$ cat src/bfrc_pkg.sv
// Shared types and constants for the banked FIFO-replacement region cache.
`timescale 1ns / 1ps
`default_nettype none

package bfrc_pkg;

    // Field widths fixed by the interface
    localparam int unsigned COORD_W    = 16;
    localparam int unsigned KEY_W      = 64;
    localparam int unsigned PAY_PORT_W = 32;
    localparam int unsigned COUNT_W    = 32;

    // Boundary accumulator: up to 32 bands of 65535
    localparam int unsigned BOUND_W    = 21;

    localparam logic [COORD_W-1:0] WIDTH_RESET = 16'd640;

    typedef enum logic [1:0] {
        OP_LOOKUP = 2'd0,
        OP_INSERT = 2'd1,
        OP_CLEAR  = 2'd2
    } bfrc_op_t;

    // Controller -> datapath
    typedef struct packed {
        logic ld_item;
        logic div_init;
        logic bank_init;
        logic bank_step;
        logic scan_init;
        logic scan_run;
        logic wr_entry;
        logic finish;
    } bfrc_cmd_t;

    // Datapath -> controller
    typedef struct packed {
        logic [1:0] op;
        logic       bank_done;
        logic       match;
        logic       scan_end;
        logic       out_free;
    } bfrc_stat_t;

endpackage

`default_nettype wire

$ cat src/bfrc_ctrl.sv
// Sequencer for the region cache: divide, pick bank, scan, write, report.
`timescale 1ns / 1ps
`default_nettype none

module bfrc_ctrl
    import bfrc_pkg::*;
(
    input  wire logic       clk,
    input  wire logic       rst_n,
    input  wire logic       in_valid,
    input  wire logic [1:0] in_op,
    output logic            in_ready,
    input  wire bfrc_stat_t stat,
    output bfrc_cmd_t       cmd
);

    typedef enum logic [2:0] {
        S_IDLE,
        S_DIV_INIT,
        S_BANK_INIT,
        S_BANK,
        S_SCAN,
        S_WRITE,
        S_FINISH
    } state_t;

    state_t state_reg;
    state_t state_next;
    logic   in_ready_next;
    logic   in_ready_reg;

    assign in_ready = in_ready_reg;

    always_comb
    begin
        state_next = state_reg;
        cmd        = '0;
        unique case (state_reg)
            S_IDLE:
            begin
                if (in_valid)
                begin
                    cmd.ld_item = 1'b1;
                    if (in_op == OP_LOOKUP || in_op == OP_INSERT)
                    begin
                        state_next = S_DIV_INIT;
                    end
                    else
                    begin
                        state_next = S_FINISH;
                    end
                end
            end
            S_DIV_INIT:
            begin
                cmd.div_init = 1'b1;
                state_next   = S_BANK_INIT;
            end
            S_BANK_INIT:
            begin
                cmd.bank_init = 1'b1;
                state_next    = S_BANK;
            end
            S_BANK:
            begin
                if (stat.bank_done)
                begin
                    cmd.scan_init = 1'b1;
                    state_next    = S_SCAN;
                end
                else
                begin
                    cmd.bank_step = 1'b1;
                end
            end
            S_SCAN:
            begin
                cmd.scan_run = 1'b1;
                if (stat.match)
                begin
                    state_next = S_FINISH;
                end
                else if (stat.scan_end)
                begin
                    state_next = (stat.op == OP_INSERT) ? S_WRITE : S_FINISH;
                end
            end
            S_WRITE:
            begin
                cmd.wr_entry = 1'b1;
                state_next   = S_FINISH;
            end
            S_FINISH:
            begin
                if (stat.out_free)
                begin
                    cmd.finish = 1'b1;
                    state_next = S_IDLE;
                end
            end
            default:
            begin
                state_next = S_IDLE;
            end
        endcase
    end

    assign in_ready_next = (state_next == S_IDLE);

    always_ff @(posedge clk or negedge rst_n)
    begin
        if (!rst_n)
        begin
            state_reg    <= S_IDLE;
            in_ready_reg <= 1'b1;
        end
        else
        begin
            state_reg    <= state_next;
            in_ready_reg <= in_ready_next;
        end
    end

endmodule

`default_nettype wire

$ cat config.mk
export PLATFORM = sky130hd
export DESIGN_NAME = bfrc_ctrl
export DESIGN_NICKNAME = d
export VERILOG_FILES = /design/src/bfrc_pkg.sv /design/src/bfrc_ctrl.sv
export SDC_FILE = /design/constraint.sdc
export NUM_CORES = 1
export LEC_CHECK = 0
export BUFFER_PORTS_ARGS = -buffer_cell sky130_fd_sc_hd__buf_4
export CAP_MARGIN = 15
export CORE_AREA = 5 5 42 44
export DETAILED_ROUTE_END_ITERATION = 10
export DIE_AREA = 0 0 47 49
export HOLD_SLACK_MARGIN = 0.05
export REMOVE_ABC_BUFFERS = 1
export SLEW_MARGIN = 10
export SYNTH_ARGS = -nofsm -noshare
export SYNTH_HDL_FRONTEND = slang
export SYNTH_SLANG_ARGS = --single-unit
export TNS_END_PERCENT = 50
$ cat constraint.sdc
create_clock -name clk -period 3.2 [get_ports clk]
set_input_delay 0.64 -clock clk [delete_from_list [all_inputs] [get_ports clk]]
set_output_delay 0.64 -clock clk [all_outputs]
set_load 0.02 [all_outputs]
# Word-level counts from Yosys, hierarchy flattened
# Cells that the tools add are included.
[classes] eq_ne=8 mux=19 n_reduce_logical=4
[ops] operator="$pmux 3 s7" n=1
[ops] operator="$mux 3" n=6
[ops] operator="$mux 1" n=10
[ops] operator="$eq 3x3->1 const B" n=3
[ops] operator="$eq 3x2->1 const B" n=2
[ops] operator="$logic_not 3->1" n=2
[ops] operator="$eq 2x1->1 const B" n=2
[ops] operator="$mux 2" n=2
[ops] operator="$eq 3x1->1 const B" n=1
[ops] operator="$logic_not 2->1" n=1
[ops] operator="$logic_or 1x1->1" n=1
[totals] register_bits=4 inputBits=11 out_inout_bits=9 wordCells=33

# Longest topological paths before layout
[depth] depth_word=6 depth_mapped=5 ltp_nobuf=4

# Worst setup path after synthesis
# Ideal clock, no wire load.
[synth_path] kind="input to output" start="input in_valid" end="output cmd[7] (netlist bit)" t_arrival_ps=1354 t_required_ps=2560 setup_slack_ps=1206 cell_stages=1 n_path_buf=0 cell_sequence="nor4b_1"
[synth_between] elab_chain_cells=2
[synth_rtl] item="start: declaration" line_no="bfrc_ctrl.sv:10" rtl="input wire logic in_valid,"
[synth_rtl] item="$mux 1" line_no="bfrc_ctrl.sv:41" rtl="if (in_valid)"
[synth_rtl] item="$mux 1" line_no="bfrc_ctrl.sv:38" rtl="unique case (state_reg)"
[synth_rtl] item="end: declaration" line_no="bfrc_ctrl.sv:14" rtl="output bfrc_cmd_t cmd"
# No other way between the ends.

==> results.md <==
### Final layout
• post-layout net count: 68
• area of all sequential standard cells: 101 um2
• Non-Filler Instances: 72
• multi-input logic area: 203 um2
• post-layout instance area: 485 um2
• Antenna diodes: 0
• max reg flops: 3
• area growth from synthesis to layout: 44.2%
• ratio of cells with drive above 1 in the final layout: 55.4%
• number of inserted filler cells in the final layout: 162

### Die
• number of I/O pins: 20
• core outline area: 1400 um2
• width of the chip: 47 um
• Starting Density: 24.0%
• Row Count: 14
• Die ar.: 2300 um2
• Chip Height: 49 um

### Global route
• layer with the highest usage: met2
• met1 layer usage reported by global route: 8.83%
• global-route wire length before repair: 1260 um
• global routing usage summed across all routing layers: 7.19%
• maximum number of pins on one net before global-route repair: 13
• met3 layer usage reported by global route: 4.80%
• remaining global-route overflow: 0
• antenna violations before repair: 0
• GR Layer Usage met2: 11.1%
• via count of the first global-routing pass: 306

### Clock tree
• buffer count from post-CTS setup fixing: 0
• quantity of gates resized following cts: 0
• count of H-tree levels built during CTS: 1
• cts bufs inserted: 3
• root buffer selected by CTS: clkbuf_4
• register clock-pin slew on the reported worst setup and hold paths: 0.04 ns
• TritonCTS clock tree: built
• Skew-Pair Late Insertion Delay: 0.23 ns
• hold-fix buffers at CTS: 0
• number of buffers on the longest clock path: 2
• # clock sinks: 4

### Logic synthesis
• async set-or-reset flop fraction in the synthesized netlist: 100%
• number of enable-type register cells in the synthesized netlist: 0
• total of warnings raised by yosys: 0
• synthesized-area fraction occupied by adder cells: 0%
• top_reg_cell synth: dfrtp_1
• dominant combinational cell family by area after synthesis: simple AND/OR/NAND/NOR gates
• sequential fraction of the synthesis area: 30.1%
• area leader, netlist: dfrtp_1
• share of Yosys cell area claimed by the top area cell type: 22.3%
• post-synthesis area per instance: 9.10 um2
• fraction of the mapped netlist area in compound gates: 18.2%
• leading cell type by number of instances after synthesis: nor2_1
• #FFs+latches synth: 4
• simple logic cell fraction of the synthesized area: 42.0%
• Cell variety after synth: 24
• Post-Synthesis Cells: 37
• mux contribution to synthesized area: 0%
• netlist area before placement: 337 um2
• most used standard cells in the synthesized netlist: nor2_1, dfrtp_1, nand2_1
• top area cells in the synthesized netlist: dfrtp_1, dfstp_2, nor2_1, and2b_2, clkbuf_8
• Post-Synth XOR/XNOR Area: 0%

### Critical path
• CP max FO: 11
• Critical Path Sink Type: output port
• longest individual stage delay on the worst path: 0.53 ns
• cell chain of the critical path: or2b_1 -> nor2_1 -> buf_4
• required time reported for the critical path endpoint: 2.56 ns
• Arr. time, crit path: 1.39 ns
• Register-to-Register Path Depth: 4
• startpoint types: flip-flop
• Worst path slowest cell: dfrtp_1
• Setup Crit Path Kind: reg2out

### Placement
• number of placed instances, taps included: 68
• detailed-placement wirelength estimate: 647 um
• dpl cell area: 459 um2
• routability cong.: 0.703
• count of buffers inserted at the top-level ports: 18

### STA
• time the worst path needs with I/O delays and setup: 2.03 ns
• Slew @ Worst Pin: 0.341 ns
• RSZ-0062 raised after global routing: false
• relative slew slack: 77.3%
• final-layout setup total negative slack: 0 ns
• number of endpoints with negative hold slack in the final report: 0
• endpoints failing setup: 0
• final-report max-slew violation count: 0
• maximum achievable frequency: 0.491 GHz
• Fin Clk Skew: 0.00364 ns
• fin crit share: 63.6%
• Worst Hold Margin: 0.195 ns

### Run
• # Max-Cap Violations: 0

### Power
• Leakage: 0.230 nW
• total chip power: 0.414 mW
• maximum VDD drop: 508 uV
• pwr/cell area: 852 nW/um2

### Route
• vias after detailed routing: 326
• aggregate routed wire length: 779 um
• number of DRC markers after the initial detailed-route iteration: 0
• Vias per Instance: 4.53
• DRT antenna net count: 0
• First-pass DRT Iterations: 1
• final routed DRC violation total: 0
• wire length per cell after detailed routing: 10.8 um

### Outcome
• result of the run: finished, final reports clean

### Min path
• class of the tightest hold or removal check: in2async

cells in the final DEF (no fill, tap or decap), drive strengths merged:
master | Yosys | final
a211o | 1 | 1
a211oi | 1 | 1
a31oi | 2 | 2
a41o | 1 | 1
and2 | 1 | 1
and2b | 2 | 2
and4bb | 1 | 1
buf | 2 | 18
clkbuf | 1 | 4
dfrtp | 3 | 3
dfstp | 1 | 1
nand2 | 3 | 3
nand2b | 1 | 1
nor2 | 8 | 8
nor2b | 1 | 1
nor3 | 1 | 1
nor3b | 1 | 1
nor4b | 1 | 1
o21ai | 2 | 2
o32a | 1 | 1
or2b | 2 | 2
where the power goes:
| part | total, mW | switching [mW] | internal [mW] | leakage [nW] |
|---|---|---|---|---|
| registers | 0.122 | 0.0479 | 0.0737 | 0.0456 |
| logic | 0.225 | 0.112 | 0.113 | 0.169 |
| clock network | 0.0667 | 0.0200 | 0.0468 | 0.0150 |
kinds of logic after synthesis:
group,Yosys count
flops,4
buf+inv,3
compound gates,8
simple gates,22
metrics by stage:
step	worst slack, ns	util, %
3_3_place_gp	1.40	32.8
5_1_grt	1.05	34.6
3_5_place_dp	1.40	32.8
2_1_floorplan	1.21	-
6_report	1.17	34.6
4_1_cts	1.15	34.6
final timing paths:
path,from,end,slack [ns]
max,state_reg[0],cmd[3],1.17
min,rst_n,state_reg[1],0.20
max reg2reg,state_reg[0],in_ready,1.79
min reg2reg,state_reg[2],state_reg[2],0.69
max in group asynchronous,rst_n,in_ready,2.81
min in group clk,stat[1],state_reg[0],0.68
area by class of cell:
class / instances / share of cell area, %
multi-input cells: 30 / 41.8
repair buffers: 18 / 27.8
flip-flops and latches: 4 / 20.9
clock buffers: 4 / 5.41
well taps: 16 / 4.12
worst max-delay path: cells and delay by family (launching register included):
| family | cells | cell delay (ns) |
|---|---|---|
| flip-flops | 1 | 0.53 |
| AND/OR/NAND/NOR | 2 | 0.46 |
| buffers and inverters | 1 | 0.17 |
metal layers:
layer / part of all wire [%] / up-vias
li1: - / 169
met1: 44 / 146
met2: 47 / 11
met3: 8.7 / 0
met4: 0 / 0
met5: 0 / -
No activity file was read; power rests on OpenSTA's default activity.
